$ cat config.mk
export PLATFORM = sky130hd
export DESIGN_NAME = bounded_linked_list_engine
export DESIGN_NICKNAME = d
export VERILOG_FILES = /design/src/rtl/bll_pkg.sv /design/src/rtl/bounded_linked_list_engine.sv /design/src/rtl/bll_mem.sv /design/src/rtl/bll_ctrl.sv
export SDC_FILE = /design/constraint.sdc
export NUM_CORES = 1
export LEC_CHECK = 0
export ABC_AREA = 1
export BUFFER_PORTS_ARGS = -buffer_cell sky130_fd_sc_hd__buf_2
export CAP_MARGIN = 20
export CORE_AREA = 2 2 290 292
export DETAILED_ROUTE_END_ITERATION = 7
export DIE_AREA = 0 0 292 294
export PLACE_DENSITY_LB_ADDON = 0.1
export SLEW_MARGIN = 20
export SYNTH_ARGS = -nofsm -noshare
export SYNTH_HDL_FRONTEND = slang
export SYNTH_SLANG_ARGS = --single-unit
$ cat constraint.sdc
create_clock -name clk -period 5.7 [get_ports clk]
set_input_delay 0.285 -clock clk [delete_from_list [all_inputs] [get_ports clk]]
set_output_delay 0.285 -clock clk [all_outputs]
set_load 0.02 [all_outputs]
$ cat src/rtl/bll_pkg.sv
// Shared constants for the bounded linked list engine.
// Command codes, status codes and field widths; no dependencies.
`timescale 1ns / 1ps

package bll_pkg;

	localparam int NODES_DEF = 16;
	localparam int KEY_W     = 32;
	localparam int CMD_W     = 4;
	localparam int ST_W      = 3;

	localparam logic [CMD_W-1:0] CMD_PUSH     = 4'd0;
	localparam logic [CMD_W-1:0] CMD_POP      = 4'd1;
	localparam logic [CMD_W-1:0] CMD_ENQUEUE  = 4'd2;
	localparam logic [CMD_W-1:0] CMD_INSERT   = 4'd3;
	localparam logic [CMD_W-1:0] CMD_DELETE   = 4'd4;
	localparam logic [CMD_W-1:0] CMD_MOVE     = 4'd5;
	localparam logic [CMD_W-1:0] CMD_EXCHANGE = 4'd6;
	localparam logic [CMD_W-1:0] CMD_FIND     = 4'd7;
	localparam logic [CMD_W-1:0] CMD_CLEAR    = 4'd8;

	localparam logic [ST_W-1:0] ST_OK       = 3'd0;
	localparam logic [ST_W-1:0] ST_FULL     = 3'd1;
	localparam logic [ST_W-1:0] ST_EMPTY    = 3'd2;
	localparam logic [ST_W-1:0] ST_BAD      = 3'd3;
	localparam logic [ST_W-1:0] ST_NOTFOUND = 3'd4;

endpackage

$ cat src/rtl/bounded_linked_list_engine.sv
// Top level of the bounded linked list engine: stream ports, field packing,
// sequencer and memories. Uses bll_pkg, bll_ctrl and bll_mem.
//
// Channel  Dir  Handshake                Payload
// s_axis   in   s_axis_tvalid/tready     tuser: cmd; tdata: key_in, node_a, node_b
// m_axis   out  m_axis_tvalid/tready     tuser: status; tdata: key_out, node_out, count
//
// One command is in work at a time; the next is taken once its result is registered.
// Push, clear and errors found at dispatch finish in the dispatch state; other commands go on
// through further states, and find visits one link per step (up to NODES), each step paced by
// the single registered read port. Reset is asynchronous and empties the list at once; a stalled
// result holds the next command.
`timescale 1ns / 1ps

module bounded_linked_list_engine #(
	parameter int NODES = bll_pkg::NODES_DEF,
	localparam int HW = $clog2(NODES + 2),
	localparam int CW = $clog2(NODES + 1),
	localparam int IN_DW = ((bll_pkg::KEY_W + 2 * HW + 7) / 8) * 8,
	localparam int OUT_DW = ((bll_pkg::KEY_W + HW + CW + 7) / 8) * 8
) (
	input  logic                      clk,
	input  logic                      arst_n,
	input  logic                      s_axis_tvalid,
	output logic                      s_axis_tready,
	input  logic [IN_DW-1:0]          s_axis_tdata,  // key_in, node_a, node_b
	input  logic [bll_pkg::CMD_W-1:0] s_axis_tuser,  // cmd
	output logic                      m_axis_tvalid,
	input  logic                      m_axis_tready,
	output logic [OUT_DW-1:0]         m_axis_tdata,  // key_out, node_out, count
	output logic [bll_pkg::ST_W-1:0]  m_axis_tuser   // status
);
	import bll_pkg::*;

	localparam int SW = $clog2(NODES);

	logic [KEY_W-1:0] key_out, rd_key, kw_data;
	logic [HW-1:0]    node_out, rd_link, lw_data;
	logic [CW-1:0]    count;
	logic [SW-1:0]    rd_addr, lw_addr, kw_addr;
	logic             lw_en, kw_en;

	bll_ctrl #(.NODES(NODES)) u_ctrl (
		.clk       (clk),
		.arst_n    (arst_n),
		.in_valid  (s_axis_tvalid),
		.in_ready  (s_axis_tready),
		.cmd       (s_axis_tuser),
		.key_in    (s_axis_tdata[KEY_W-1:0]),
		.node_a    (s_axis_tdata[KEY_W+HW-1:KEY_W]),
		.node_b    (s_axis_tdata[KEY_W+2*HW-1:KEY_W+HW]),
		.out_valid (m_axis_tvalid),
		.out_ready (m_axis_tready),
		.status    (m_axis_tuser),
		.key_out   (key_out),
		.node_out  (node_out),
		.count     (count),
		.rd_addr   (rd_addr),
		.rd_link   (rd_link),
		.rd_key    (rd_key),
		.lw_en     (lw_en),
		.lw_addr   (lw_addr),
		.lw_data   (lw_data),
		.kw_en     (kw_en),
		.kw_addr   (kw_addr),
		.kw_data   (kw_data)
	);

	bll_mem #(.NODES(NODES)) u_mem (
		.clk     (clk),
		.rd_addr (rd_addr),
		.rd_link (rd_link),
		.rd_key  (rd_key),
		.lw_en   (lw_en),
		.lw_addr (lw_addr),
		.lw_data (lw_data),
		.kw_en   (kw_en),
		.kw_addr (kw_addr),
		.kw_data (kw_data)
	);

	assign m_axis_tdata = OUT_DW'({count, node_out, key_out});

endmodule

$ cat src/rtl/bll_mem.sv
// Link and key memories of the linked list engine, one registered read port each.
// Uses bll_pkg for the key width.
`timescale 1ns / 1ps

module bll_mem #(
	parameter int NODES = bll_pkg::NODES_DEF,
	localparam int HW = $clog2(NODES + 2),
	localparam int SW = $clog2(NODES)
) (
	input  logic                     clk,
	input  logic [SW-1:0]            rd_addr,
	output logic [HW-1:0]            rd_link,
	output logic [bll_pkg::KEY_W-1:0] rd_key,
	input  logic                     lw_en,
	input  logic [SW-1:0]            lw_addr,
	input  logic [HW-1:0]            lw_data,
	input  logic                     kw_en,
	input  logic [SW-1:0]            kw_addr,
	input  logic [bll_pkg::KEY_W-1:0] kw_data
);
	import bll_pkg::*;

	logic [HW-1:0]    link_mem [NODES];
	logic [KEY_W-1:0] key_mem [NODES];

	always_ff @(posedge clk) begin
		if (lw_en) begin
			link_mem[lw_addr] <= lw_data;
		end
		rd_link <= link_mem[rd_addr];
	end

	always_ff @(posedge clk) begin
		if (kw_en) begin
			key_mem[kw_addr] <= kw_data;
		end
		rd_key <= key_mem[rd_addr];
	end

endmodule

$ cat src/rtl/bll_ctrl.sv
// Command sequencer of the linked list engine: head, rear, count and slot flags,
// memory access sequencing and the result register. Uses bll_pkg.
`timescale 1ns / 1ps

module bll_ctrl #(
	parameter int NODES = bll_pkg::NODES_DEF,
	localparam int HW = $clog2(NODES + 2),
	localparam int SW = $clog2(NODES),
	localparam int CW = $clog2(NODES + 1)
) (
	input  logic                      clk,
	input  logic                      arst_n,
	input  logic                      in_valid,
	output logic                      in_ready,
	input  logic [bll_pkg::CMD_W-1:0] cmd,
	input  logic [bll_pkg::KEY_W-1:0] key_in,
	input  logic [HW-1:0]             node_a,
	input  logic [HW-1:0]             node_b,
	output logic                      out_valid,
	input  logic                      out_ready,
	output logic [bll_pkg::ST_W-1:0]  status,
	output logic [bll_pkg::KEY_W-1:0] key_out,
	output logic [HW-1:0]             node_out,
	output logic [CW-1:0]             count,
	output logic [SW-1:0]             rd_addr,
	input  logic [HW-1:0]             rd_link,
	input  logic [bll_pkg::KEY_W-1:0] rd_key,
	output logic                      lw_en,
	output logic [SW-1:0]             lw_addr,
	output logic [HW-1:0]             lw_data,
	output logic                      kw_en,
	output logic [SW-1:0]             kw_addr,
	output logic [bll_pkg::KEY_W-1:0] kw_data
);
	import bll_pkg::*;

	localparam logic [HW-1:0] HEAD_H = HW'(NODES);
	localparam logic [HW-1:0] TAIL_H = HW'(NODES + 1);
	localparam logic [CW-1:0] FULL_C = CW'(NODES);
	localparam logic [SW-1:0] LAST_STEP = SW'(NODES - 1);

	localparam logic [4:0] S_IDLE = 5'd0;
	localparam logic [4:0] S_DISP = 5'd1;
	localparam logic [4:0] S_ENQ2 = 5'd2;
	localparam logic [4:0] S_POP  = 5'd3;
	localparam logic [4:0] S_INS  = 5'd4;
	localparam logic [4:0] S_INS2 = 5'd5;
	localparam logic [4:0] S_DEL1 = 5'd6;
	localparam logic [4:0] S_DEL2 = 5'd7;
	localparam logic [4:0] S_MV1  = 5'd8;
	localparam logic [4:0] S_MV2  = 5'd9;
	localparam logic [4:0] S_MV3  = 5'd10;
	localparam logic [4:0] S_X1   = 5'd11;
	localparam logic [4:0] S_X2   = 5'd12;
	localparam logic [4:0] S_XA1  = 5'd13;
	localparam logic [4:0] S_XA2  = 5'd14;
	localparam logic [4:0] S_XA3  = 5'd15;
	localparam logic [4:0] S_XN1  = 5'd16;
	localparam logic [4:0] S_XN2  = 5'd17;
	localparam logic [4:0] S_XN3  = 5'd18;
	localparam logic [4:0] S_XN4  = 5'd19;
	localparam logic [4:0] S_XN5  = 5'd20;
	localparam logic [4:0] S_FIND = 5'd21;

	logic [4:0]       state_q, state_d;
	logic [CMD_W-1:0] cmd_q;
	logic [KEY_W-1:0] key_q;
	logic [HW-1:0]    a_q, b_q;
	logic [HW-1:0]    head_q, head_d, rear_q, rear_d;
	logic [CW-1:0]    count_q, count_d;
	logic [NODES-1:0] used_q, used_d;
	logic [HW-1:0]    r0_q, r0_d, r1_q, r1_d, r2_q, r2_d, r3_q, r3_d;
	logic [SW-1:0]    step_q, step_d;
	logic             out_valid_q;
	logic [ST_W-1:0]  status_q;
	logic [KEY_W-1:0] key_out_q;
	logic [HW-1:0]    node_out_q;
	logic [CW-1:0]    count_out_q;

	logic             out_load, out_free, full;
	logic [ST_W-1:0]  res_status;
	logic [KEY_W-1:0] res_key;
	logic [HW-1:0]    res_node;
	logic [SW-1:0]    fs;
	logic             sl_en;
	logic [HW-1:0]    sl_h, sl_v;
	logic [HW-1:0]    lv, lb;

	function automatic logic in_list(input logic [HW-1:0] h, input logic [NODES-1:0] u);
		logic r;
		r = (h == HEAD_H) || (h == TAIL_H) || ((h < HEAD_H) && u[h[SW-1:0]]);
		return r;
	endfunction

	function automatic logic [HW-1:0] link_val(input logic [HW-1:0] h,
			input logic [HW-1:0] hd, input logic [HW-1:0] rl);
		logic [HW-1:0] r;
		if (h == HEAD_H) begin
			r = hd;
		end else if (h > HEAD_H) begin
			r = TAIL_H;
		end else begin
			r = rl;
		end
		return r;
	endfunction

	always_comb begin
		fs = '0;
		for (int i = NODES - 1; i >= 0; i--) begin
			if (!used_q[i]) begin
				fs = SW'(i);
			end
		end
	end

	assign full     = (count_q == FULL_C);
	assign out_free = !out_valid_q || out_ready;
	assign in_ready = (state_q == S_IDLE);

	always_comb begin
		state_d = state_q;
		head_d = head_q;
		rear_d = rear_q;
		count_d = count_q;
		used_d = used_q;
		r0_d = r0_q;
		r1_d = r1_q;
		r2_d = r2_q;
		r3_d = r3_q;
		step_d = step_q;
		rd_addr = a_q[SW-1:0];
		lw_en = 1'b0;
		lw_addr = fs;
		lw_data = head_q;
		kw_en = 1'b0;
		kw_addr = fs;
		kw_data = key_q;
		out_load = 1'b0;
		res_status = ST_OK;
		res_key = '0;
		res_node = '0;
		sl_en = 1'b0;
		sl_h = a_q;
		sl_v = r0_q;
		lv = link_val(a_q, head_q, rd_link);
		lb = link_val(b_q, head_q, rd_link);
		case (state_q)
			S_IDLE: begin
				if (in_valid) begin
					state_d = S_DISP;
				end
			end
			S_DISP: begin
				if (out_free) begin
					case (cmd_q)
						CMD_PUSH, CMD_ENQUEUE: begin
							if (full) begin
								out_load = 1'b1;
								res_status = ST_FULL;
							end else begin
								kw_en = 1'b1;
								lw_en = 1'b1;
								used_d[fs] = 1'b1;
								count_d = count_q + 1'b1;
								if (cmd_q == CMD_PUSH || count_q == '0) begin
									lw_data = head_q;
									head_d = HW'(fs);
									if (count_q == '0) begin
										rear_d = HW'(fs);
									end
									out_load = 1'b1;
									res_node = HW'(fs);
								end else begin
									lw_data = TAIL_H;
									r0_d = HW'(fs);
									state_d = S_ENQ2;
								end
							end
						end
						CMD_POP: begin
							rd_addr = head_q[SW-1:0];
							if (count_q == '0 || head_q >= HEAD_H) begin
								out_load = 1'b1;
								res_status = ST_EMPTY;
							end else begin
								state_d = S_POP;
							end
						end
						CMD_INSERT: begin
							if (full) begin
								out_load = 1'b1;
								res_status = ST_FULL;
							end else if (a_q == TAIL_H || !in_list(a_q, used_q)) begin
								out_load = 1'b1;
								res_status = ST_BAD;
							end else begin
								state_d = S_INS;
							end
						end
						CMD_DELETE: begin
							if (!in_list(a_q, used_q)) begin
								out_load = 1'b1;
								res_status = ST_BAD;
							end else begin
								state_d = S_DEL1;
							end
						end
						CMD_MOVE: begin
							if (!(a_q < HEAD_H && used_q[a_q[SW-1:0]]) || a_q == rear_q) begin
								out_load = 1'b1;
								res_status = ST_BAD;
							end else begin
								state_d = S_MV1;
							end
						end
						CMD_EXCHANGE: begin
							if (a_q == b_q || !in_list(a_q, used_q) || !in_list(b_q, used_q)
									|| a_q == TAIL_H || b_q == TAIL_H) begin
								out_load = 1'b1;
								res_status = ST_BAD;
							end else begin
								state_d = S_X1;
							end
						end
						CMD_FIND: begin
							rd_addr = head_q[SW-1:0];
							if (head_q >= HEAD_H) begin
								out_load = 1'b1;
								res_status = ST_NOTFOUND;
							end else begin
								r0_d = head_q;
								step_d = '0;
								state_d = S_FIND;
							end
						end
						CMD_CLEAR: begin
							used_d = '0;
							head_d = TAIL_H;
							count_d = '0;
							rear_d = '0;
							out_load = 1'b1;
						end
						default: begin
							out_load = 1'b1;
							res_status = ST_BAD;
						end
					endcase
				end
			end
			S_ENQ2: begin
				sl_en = 1'b1;
				sl_h = rear_q;
				sl_v = r0_q;
				rear_d = r0_q;
				out_load = 1'b1;
				res_node = r0_q;
			end
			S_POP: begin
				res_key = rd_key;
				head_d = rd_link;
				used_d[head_q[SW-1:0]] = 1'b0;
				count_d = count_q - 1'b1;
				if (count_q == CW'(1)) begin
					rear_d = '0;
				end
				out_load = 1'b1;
			end
			S_INS: begin
				lw_en = 1'b1;
				lw_data = lv;
				kw_en = 1'b1;
				used_d[fs] = 1'b1;
				count_d = count_q + 1'b1;
				if (count_q == '0 || rear_q == a_q) begin
					rear_d = HW'(fs);
				end
				r0_d = HW'(fs);
				if (a_q == HEAD_H) begin
					head_d = HW'(fs);
					out_load = 1'b1;
					res_node = HW'(fs);
				end else begin
					state_d = S_INS2;
				end
			end
			S_INS2: begin
				sl_en = 1'b1;
				sl_h = a_q;
				sl_v = r0_q;
				out_load = 1'b1;
				res_node = r0_q;
			end
			S_DEL1: begin
				r0_d = lv;
				rd_addr = lv[SW-1:0];
				if (lv >= HEAD_H) begin
					out_load = 1'b1;
					res_status = ST_BAD;
				end else begin
					state_d = S_DEL2;
				end
			end
			S_DEL2: begin
				sl_en = 1'b1;
				sl_h = a_q;
				sl_v = rd_link;
				used_d[r0_q[SW-1:0]] = 1'b0;
				count_d = count_q - 1'b1;
				if (count_q == CW'(1)) begin
					rear_d = '0;
				end else if (r0_q == rear_q) begin
					rear_d = a_q;
				end
				out_load = 1'b1;
				res_node = a_q;
			end
			S_MV1: begin
				r0_d = rd_link;
				rd_addr = rd_link[SW-1:0];
				if (rd_link >= HEAD_H) begin
					out_load = 1'b1;
					res_status = ST_BAD;
				end else begin
					state_d = S_MV2;
				end
			end
			S_MV2: begin
				r1_d = rd_link;
				lw_en = 1'b1;
				lw_addr = r0_q[SW-1:0];
				lw_data = head_q;
				head_d = r0_q;
				if (r0_q == rear_q) begin
					rear_d = a_q;
				end
				state_d = S_MV3;
			end
			S_MV3: begin
				lw_en = 1'b1;
				lw_addr = a_q[SW-1:0];
				lw_data = r1_q;
				out_load = 1'b1;
				res_node = r0_q;
			end
			S_X1: begin
				r0_d = lv;
				rd_addr = b_q[SW-1:0];
				state_d = S_X2;
			end
			S_X2: begin
				if (r0_q == TAIL_H || lb == TAIL_H) begin
					out_load = 1'b1;
					res_status = ST_BAD;
				end else if (r0_q == b_q || lb == a_q) begin
					if (r0_q == b_q) begin
						r1_d = a_q;
						r2_d = b_q;
						r3_d = lb;
					end else begin
						r1_d = b_q;
						r2_d = a_q;
						r3_d = r0_q;
					end
					rd_addr = (r0_q == b_q) ? lb[SW-1:0] : r0_q[SW-1:0];
					state_d = S_XA1;
				end else begin
					r1_d = lb;
					rd_addr = lb[SW-1:0];
					state_d = S_XN1;
				end
			end
			S_XA1: begin
				r0_d = link_val(r3_q, head_q, rd_link);
				if (r3_q == rear_q) begin
					rear_d = r2_q;
				end
				sl_en = 1'b1;
				sl_h = r1_q;
				sl_v = r3_q;
				state_d = S_XA2;
			end
			S_XA2: begin
				sl_en = 1'b1;
				sl_h = r2_q;
				sl_v = r0_q;
				state_d = S_XA3;
			end
			S_XA3: begin
				sl_en = 1'b1;
				sl_h = r3_q;
				sl_v = r2_q;
				out_load = 1'b1;
				res_node = a_q;
			end
			S_XN1: begin
				r2_d = link_val(r1_q, head_q, rd_link);
				rd_addr = r0_q[SW-1:0];
				state_d = S_XN2;
			end
			S_XN2: begin
				r3_d = link_val(r0_q, head_q, rd_link);
				if (r0_q == rear_q) begin
					rear_d = r1_q;
				end else if (r1_q == rear_q) begin
					rear_d = r0_q;
				end
				sl_en = 1'b1;
				sl_h = a_q;
				sl_v = r1_q;
				state_d = S_XN3;
			end
			S_XN3: begin
				sl_en = 1'b1;
				sl_h = r1_q;
				sl_v = r3_q;
				state_d = S_XN4;
			end
			S_XN4: begin
				sl_en = 1'b1;
				sl_h = b_q;
				sl_v = r0_q;
				state_d = S_XN5;
			end
			S_XN5: begin
				sl_en = 1'b1;
				sl_h = r0_q;
				sl_v = r2_q;
				out_load = 1'b1;
				res_node = a_q;
			end
			S_FIND: begin
				rd_addr = rd_link[SW-1:0];
				if (rd_key == key_q) begin
					out_load = 1'b1;
					res_node = r0_q;
				end else if (step_q == LAST_STEP || rd_link >= HEAD_H) begin
					out_load = 1'b1;
					res_status = ST_NOTFOUND;
				end else begin
					r0_d = rd_link;
					step_d = step_q + 1'b1;
				end
			end
			default: begin
				state_d = S_IDLE;
			end
		endcase
		if (sl_en) begin
			if (sl_h == HEAD_H) begin
				head_d = sl_v;
			end else if (sl_h < HEAD_H) begin
				lw_en = 1'b1;
				lw_addr = sl_h[SW-1:0];
				lw_data = sl_v;
			end
		end
		if (out_load) begin
			state_d = S_IDLE;
		end
	end

	always_ff @(posedge clk or negedge arst_n) begin
		if (!arst_n) begin
			state_q <= S_IDLE;
			head_q <= TAIL_H;
			rear_q <= '0;
			count_q <= '0;
			used_q <= '0;
			out_valid_q <= 1'b0;
		end else begin
			state_q <= state_d;
			head_q <= head_d;
			rear_q <= rear_d;
			count_q <= count_d;
			used_q <= used_d;
			if (out_load) begin
				out_valid_q <= 1'b1;
			end else if (out_ready) begin
				out_valid_q <= 1'b0;
			end
		end
	end

	always_ff @(posedge clk) begin
		if (in_valid && in_ready) begin
			cmd_q <= cmd;
			key_q <= key_in;
			a_q <= node_a;
			b_q <= node_b;
		end
		r0_q <= r0_d;
		r1_q <= r1_d;
		r2_q <= r2_d;
		r3_q <= r3_d;
		step_q <= step_d;
		if (out_load) begin
			status_q <= res_status;
			key_out_q <= res_key;
			node_out_q <= res_node;
			count_out_q <= count_d;
		end
	end

	assign out_valid = out_valid_q;
	assign status    = status_q;
	assign key_out   = key_out_q;
	assign node_out  = node_out_q;
	assign count     = count_out_q;

`ifndef NO_ASSERTIONS
	a_count_range: assert property (@(posedge clk) disable iff (!arst_n)
		count_q <= FULL_C) else $error("node count above capacity");
	a_count_flags: assert property (@(posedge clk) disable iff (!arst_n)
		32'(count_q) == $countones(used_q)) else $error("count differs from used slots");
	a_empty_head: assert property (@(posedge clk) disable iff (!arst_n)
		count_q == '0 |-> head_q == TAIL_H) else $error("empty list head not at tail");
	a_load_free: assert property (@(posedge clk) disable iff (!arst_n)
		out_load |-> out_free) else $error("result loaded over a pending result");
`endif

endmodule
==> impl_metrics.env, run 1 <==
export IMPL_status="complete, no violations"
export IMPL_hold_viol=0
export IMPL_seqPwrFrac_pct=29.8
export IMPL_ys_types=60
export IMPL_worstMarginPinSlew_ns=1.11
export IMPL_postRouteAntennaNets=0
export IMPL_drv_cap=0
export IMPL_start_util_pct=44.6
export IMPL_cp_slowest_cell="dfrtp_1"
export IMPL_clockPowerShare_pct=20.2
export IMPL_relSlewSlack_pct=25.6
export IMPL_fmax_mhz=228
export IMPL_synth_top_area_cell="edfxtp_1"
export IMPL_area_growth_pct=14.0
export IMPL_final_nets=3946
export IMPL_skew_ns=0.0237
export IMPL_yosysTopAreaCellShare_pct=57.4
export IMPL_endpoint_kind="register"
export IMPL_internal_power_mw=15.0
export IMPL_p_comb_share_pct=50.0
export IMPL_num_rows=106
export IMPL_clk_latency_ns=0.65
export IMPL_setup_violations=0
export IMPL_cts_buffers=87
export IMPL_cp_cell_sequence="inv_2 -> nand2_2 -> nor2_2 -> nand2_1 -> nand2_1 -> nor2_1 -> nand4_2 -> o21ai_1 -> nand2_1 -> inv_2 -> nor2_1 -> o21ai_1 -> nand3_1 -> nor2_1"
export IMPL_dp_hpwl_mm=68.8
export IMPL_finalCritPeriodShare_pct=77.1
export IMPL_drc=0
export IMPL_postSynthCellCount=3780
export IMPL_ys_seq_elements=781
export IMPL_power_density_nw_per_um2=673
export IMPL_min_period_ns=4.39
export IMPL_crit_family="simple AND/OR/NAND/NOR gates"
export IMPL_synth_edf_count=707
export IMPL_place_gp_congestion=1.03
export IMPL_routed_top_layer="met4"
export IMPL_cts_tree="done"
export IMPL_rsz0062_at_grt="no"
export IMPL_critPathArrivalTime_ns=4.67
export IMPL_design_power_total_mw=28.3
export IMPL_slew_violations=0
export IMPL_clk_pin_slew_ns=0.06
export IMPL_layout_drive_gt1_share_pct=9.70
export IMPL_grt_pass1_wl_mm=170
export IMPL_io_buffers=96
export IMPL_grt_pass1_vias=26000
export IMPL_leakagePower_nw=17.1
export IMPL_synthArstFlopShare_pct=4.74
export IMPL_final_cell_mix="nand2_1 (877), edfxtp_1 (707), nand3_1 (639)"
export IMPL_yosysWarnings=0
export IMPL_fp_dieArea_sq_um=85800
export IMPL_wire_per_inst_um=23.0
export IMPL_ios=109
export IMPL_cp_required_ns=5.97
export IMPL_min_path_type="in2reg"
export IMPL_design_core_area_sq_um=82900
export IMPL_totalWireLength_mm=116
export IMPL_final_common_cell="nand2_1"
export IMPL_dr_pass1_iters=5
export IMPL_ys_flop_type="edfxtp_1"
export IMPL_dieWidth_um=292
export IMPL_grt_use_total_pct=26.6
export IMPL_met2WireLength_mm=53.1
export IMPL_start_kind="register"
export IMPL_dp_cells=4830
export IMPL_cts_root_buf="clkbuf_16"
export IMPL_tns_ns=0
export IMPL_cts_max_path_buffers=3
export IMPL_met3_length_mm=7.73
export IMPL_ctsHtreeMaxLevel=3
export IMPL_drtIter0Drc=2667
export IMPL_switching_share_pct=47.2
export IMPL_synth_area_leaders="edfxtp_1 (57%), nand2_1 (8.9%), nand3_1 (8.7%)"
export IMPL_path_buf_inv=2
export IMPL_worstPathMaxFanout=16
export IMPL_synth_seq_area_share_pct=61.9
export IMPL_fillers=7618
export IMPL_syn_area_sq_um=37000
export IMPL_avgSynthCellArea_sq_um=9.78
export IMPL_wl_met1_mm=50.7
export IMPL_grt_ovfl_total=0
export IMPL_max_stage_delay_ns=0.54
export IMPL_cts_sinks=781
export IMPL_cts_resized=0
export IMPL_p_sw_mw=13.4
export IMPL_crit_type="reg2reg"
export IMPL_viasPerCell=5.53
export IMPL_die_h_um=294
export IMPL_grt_max_degree=165
export IMPL_diodes=0
export IMPL_vias=27900
export IMPL_antenna_found_initial=2
export IMPL_fin_hold_ws_ns=0.264
export IMPL_ir_drop_mv=0.678
export IMPL_final_cells=5040
[per-layer routing]
layer | up-vias | track usage [%]
li1 | 13100 | -
met1 | 13500 | 37.3
met2 | 1026 | 42.1
met3 | 225 | 4.10
met4 | 0 | 9.39
met5 | - | 0
[layout make-up]
type                       instances  area, sq um  area share, %
sequential                       781        22900           54.3
multi-input combinational       2330        11500           27.3
clock buffer                     112         2390           5.68
inverter                         471         1770           4.21
timing repair buffer             215         1670           3.96
tap                             1080         1350           3.21
clock inverter                    51          538           1.28
[power by group through the flow]
| stage | clock network (mW) | registers, mW | logic [mW] |
|---|---|---|---|
| CTS | 5.83 | 8.44 | 14.2 |
| floorplan | 0 | 8.40 | 9.51 |
| detailed placement | 0 | 8.55 | 14.1 |
| finish | 5.72 | 8.44 | 14.2 |
| global placement | 0 | 8.54 | 14.1 |
| global route | 6.07 | 8.53 | 15.6 |
[through the flow]
stage	util, %	setup WS [ns]	instance area [sq um]
2_1_floorplan	-	0.516	37000
4_1_cts	50.8	1.37	42100
5_1_grt	50.8	0.978	42100
3_5_place_dp	46.7	1.38	38700
3_3_place_gp	46.7	1.50	38700
6_report	50.8	1.31	42100
[cells in the mapped netlist, drive strengths merged, types with 18 or more instances]
library cell and number:
nor3 37, edfxtp 707, clkbuf 61, nand2 891
o21ai 111, xnor2 31, nand3b 113, dfrtp 35
nand3 642, o22ai 44, inv 466, buf 142
nand4 23, a21oi 88, dfxtp 37, o2111ai 18
nor2 211
[tightest hold or removal path: cells and delay by family]
kind          cells  cell delay (ns)
simple gates      2             0.25
buf+inv           2             0.30
[flip-flops by register name, indices dropped and copies added (netlist names), 16 cells and up]
name	flops
u_ctrl.kw_data	32
u_mem.rd_key	32
u_ctrl.used_q	16
u_mem.key_mem	512
u_mem.link_mem	80
u_ctrl.key_out	32
[logic make-up after synthesis]
family	count (synthesis)	synth area share, %
XOR/XNOR	44	1.04
other	1	0.0101
multiplexers	1	0.0271
flip-flops	781	61.9
buffers and inverters	674	7.60
AO/OA/AOI/OAI	337	5.53
AND/OR/NAND/NOR	1938	23.7
adder cells (fa/ha/maj)	4	0.135
[worst paths after layout]
kind | start | end | slack [ns] | cells past startpoint
worst min register to register | u_mem.rd_key[2]$_DFF_P_ | u_ctrl.key_out[2]$_SDFFCE_PP0P_ | 0.56 | 2
max in group asynchronous | arst_n | u_ctrl.used_q[8]$_DFFE_PN0P_ | 4.72 | 2
worst min-delay path | m_axis_tready | u_ctrl.out_valid$_DFFE_PN0P_ | 0.26 | 4
min in group asynchronous | arst_n | u_ctrl.state_q[3]$_DFFE_PN0P_ | 0.34 | 2
worst max-delay path | u_ctrl.state_q[4]$_DFFE_PN0P_ | u_mem.link_mem[1][2]$_DFFE_PP_ | 1.31 | 14
worst max register to register | u_ctrl.state_q[4]$_DFFE_PN0P_ | u_mem.link_mem[1][2]$_DFFE_PP_ | 1.31 | 14
[repair_timing]
item	CTS	global route
hold buffers	47	0
buffers inserted	0	0
hold endpoints to repair	81	0
(Power assumes the default switching activity.)
==> inputs of run 2 (changes only) <==
- clock period: 5.7 -> 4.1 ns (I/O delays scaled with it)
==> run 2 against run 1 <==
Against the previous run:
- setup slack got worse by 0.81 ns
- critical path type unchanged
- highest routed layer is now met5
- clock skew is 0.021 ns higher
- core utilization rose by 1.5 points
- sequential power up 39%
- wire length up 4.0%
==> impl_metrics.env, run 2 (same netlist as run 1, synthesis figures left out) <==
export IMPL_grt_use_total_pct=27.9
export IMPL_dp_hpwl_mm=77.5
export IMPL_grtUsageMet1_pct=38.9
export IMPL_relSlewSlack_pct=45.8
export IMPL_final_nets=4076
export IMPL_leakagePower_nw=17.8
export IMPL_slew_violations=0
export IMPL_cts_sinks=781
export IMPL_cts_max_path_buffers=3
export IMPL_totalWireLength_mm=120
export IMPL_cts_hold_buf=47
export IMPL_final_cell_mix="nand2_1 (877), edfxtp_1 (707), nand3_1 (639)"
export IMPL_rsz0062_at_grt="no"
export IMPL_top_regs="u_mem.key_mem (512), u_mem.link_mem (80)"
export IMPL_met3_usage_pct=3.97
export IMPL_cts_tree="done"
export IMPL_drv_cap=0
export IMPL_grt_use_met2_pct=45.1
export IMPL_worstMarginPinSlew_ns=0.813
export IMPL_die_h_um=294
export IMPL_postRouteAntennaNets=0
export IMPL_grt_pass1_wl_mm=177
export IMPL_layout_drive_gt1_share_pct=12.4
export IMPL_design_power_total_mw=41.3
export IMPL_vias=28300
export IMPL_dr_pass1_iters=6
export IMPL_cts_root_buf="clkbuf_16"
export IMPL_largest_register="u_mem.key_mem"
export IMPL_area_growth_pct=17.3
export IMPL_clk_latency_ns=0.66
export IMPL_final_common_cell="nand2_1"
export IMPL_start_kind="register"
export IMPL_skew_ns=0.0443
export IMPL_antenna_found_initial=2
export IMPL_status="complete, no violations"
export IMPL_critPathArrivalTime_ns=3.92
export IMPL_min_period_ns=3.60
export IMPL_num_rows=106
export IMPL_cts_setup_buffers=0
export IMPL_grt_ovfl_total=0
export IMPL_finalCritPeriodShare_pct=87.9
export IMPL_endpoint_kind="register"
export IMPL_drc=0
export IMPL_place_gp_congestion=1.01
export IMPL_start_util_pct=44.6
export IMPL_crit_type="reg2reg"
export IMPL_r2r_cells=14
export IMPL_design_core_area_sq_um=82900
export IMPL_hold_viol=0
export IMPL_diodes=0
export IMPL_cts_buffers=86
export IMPL_ios=109
export IMPL_largest_reg_flops=512
export IMPL_worstPathMaxFanout=9
export IMPL_ctsHtreeMaxLevel=3
export IMPL_tns_ns=0
export IMPL_regToRegSetupSlack_ns=0.50
export IMPL_power_density_nw_per_um2=952
export IMPL_viasPerCell=5.47
export IMPL_drtIter0Drc=2459
export IMPL_ir_drop_mv=0.834
export IMPL_dieWidth_um=292
export IMPL_io_buffers=96
export IMPL_clk_pin_slew_ns=0.06
export IMPL_cp_required_ns=4.42
export IMPL_fmax_mhz=278
export IMPL_setup_violations=0
export IMPL_grt_max_degree=106
export IMPL_fp_dieArea_sq_um=85800
export IMPL_cts_resized=0
export IMPL_busiest_layer="met2"
export IMPL_fillers=7545
export IMPL_grt_pass1_vias=26800
export IMPL_min_path_type="in2async"
export IMPL_wire_per_inst_um=23.3
==> run 2: cell count changes in the layout (fill, tap and decap cells not counted), sizes merged <==
cell      delta
clkbuf       -1
clkinvlp     +5
buf        +131
inv          -1
clkinv       -3
bufinv       -2
==> run 2: layout make-up <==
type                    count  area [sq um]  area share (%)
flip-flops and latches    781         22900            52.8
well taps                1080          1350            3.12
repair buffers            346          2970            6.84
multi-input cells        2330         11500            26.6
clock buffers             111          2310            5.32
clock inverters            50           544            1.26
inverters                 471          1770            4.09
==> run 2: layer usage <==
metal | vias to the layer above | share of wire, %
li1 | 13400 | -
met1 | 13700 | 44
met2 | 969 | 46
met3 | 223 | 6.1
met4 | 2 | 3.3
met5 | - | 0.011
==> run 2: stage by stage <==
| stage | cells | hold slack (ns) | instance area (sq um) | utilization [%] | setup WS (ns) |
|---|---|---|---|---|---|
| after floorplan | 3785 | -0.0906 | 37000 | - | 0.262 |
| after global placement | 4961 | 0.382 | 40000 | 48.3 | 0.575 |
| after detailed placement | 4961 | 0.383 | 40000 | 48.3 | 0.556 |
| after CTS | 5169 | 0.0799 | 43400 | 52.3 | 0.563 |
| after global routing | 5169 | 0.116 | 43400 | 52.3 | 0.248 |
| final | 5169 | 0.105 | 43400 | 52.3 | 0.497 |
==> run 2: worst paths after layout <==
kind                                                   endpoint                           from
worst max-delay path            u_mem.link_mem[11][1]$_DFFE_PP_  u_ctrl.state_q[4]$_DFFE_PN0P_
worst min-delay path              u_ctrl.state_q[3]$_DFFE_PN0P_                         arst_n
worst max register to register  u_mem.link_mem[11][1]$_DFFE_PP_  u_ctrl.state_q[4]$_DFFE_PN0P_
worst min register to register  u_ctrl.key_out[2]$_SDFFCE_PP0P_        u_mem.rd_key[2]$_DFF_P_
max in group asynchronous          u_ctrl.used_q[7]$_DFFE_PN0P_                         arst_n
min in group clk                   u_ctrl.out_valid$_DFFE_PN0P_                  m_axis_tready
==> run 2: critical path, cell delays in order (launching register included) <==
cell	delay, ns
dfrtp_1	0.52
inv_2	0.14
nand2_2	0.11
nor2_2	0.07
nand2_1	0.25
nand2_2	0.20
nor2_1	0.19
nand4_2	0.15
o21ai_1	0.37
nand2_1	0.28
inv_2	0.15
nor2_1	0.05
o21ai_1	0.14
nand3_1	0.25
nor2_1	0.39
==> run 2: power by group <==
group	total, mW	internal [mW]	leakage [nW]	switching [mW]
logic	21.8	7.09	9.24	14.8
registers	11.7	10.6	7.17	1.09
clock network	7.75	4.46	1.36	3.30
total	41.3	22.1	17.8	19.1
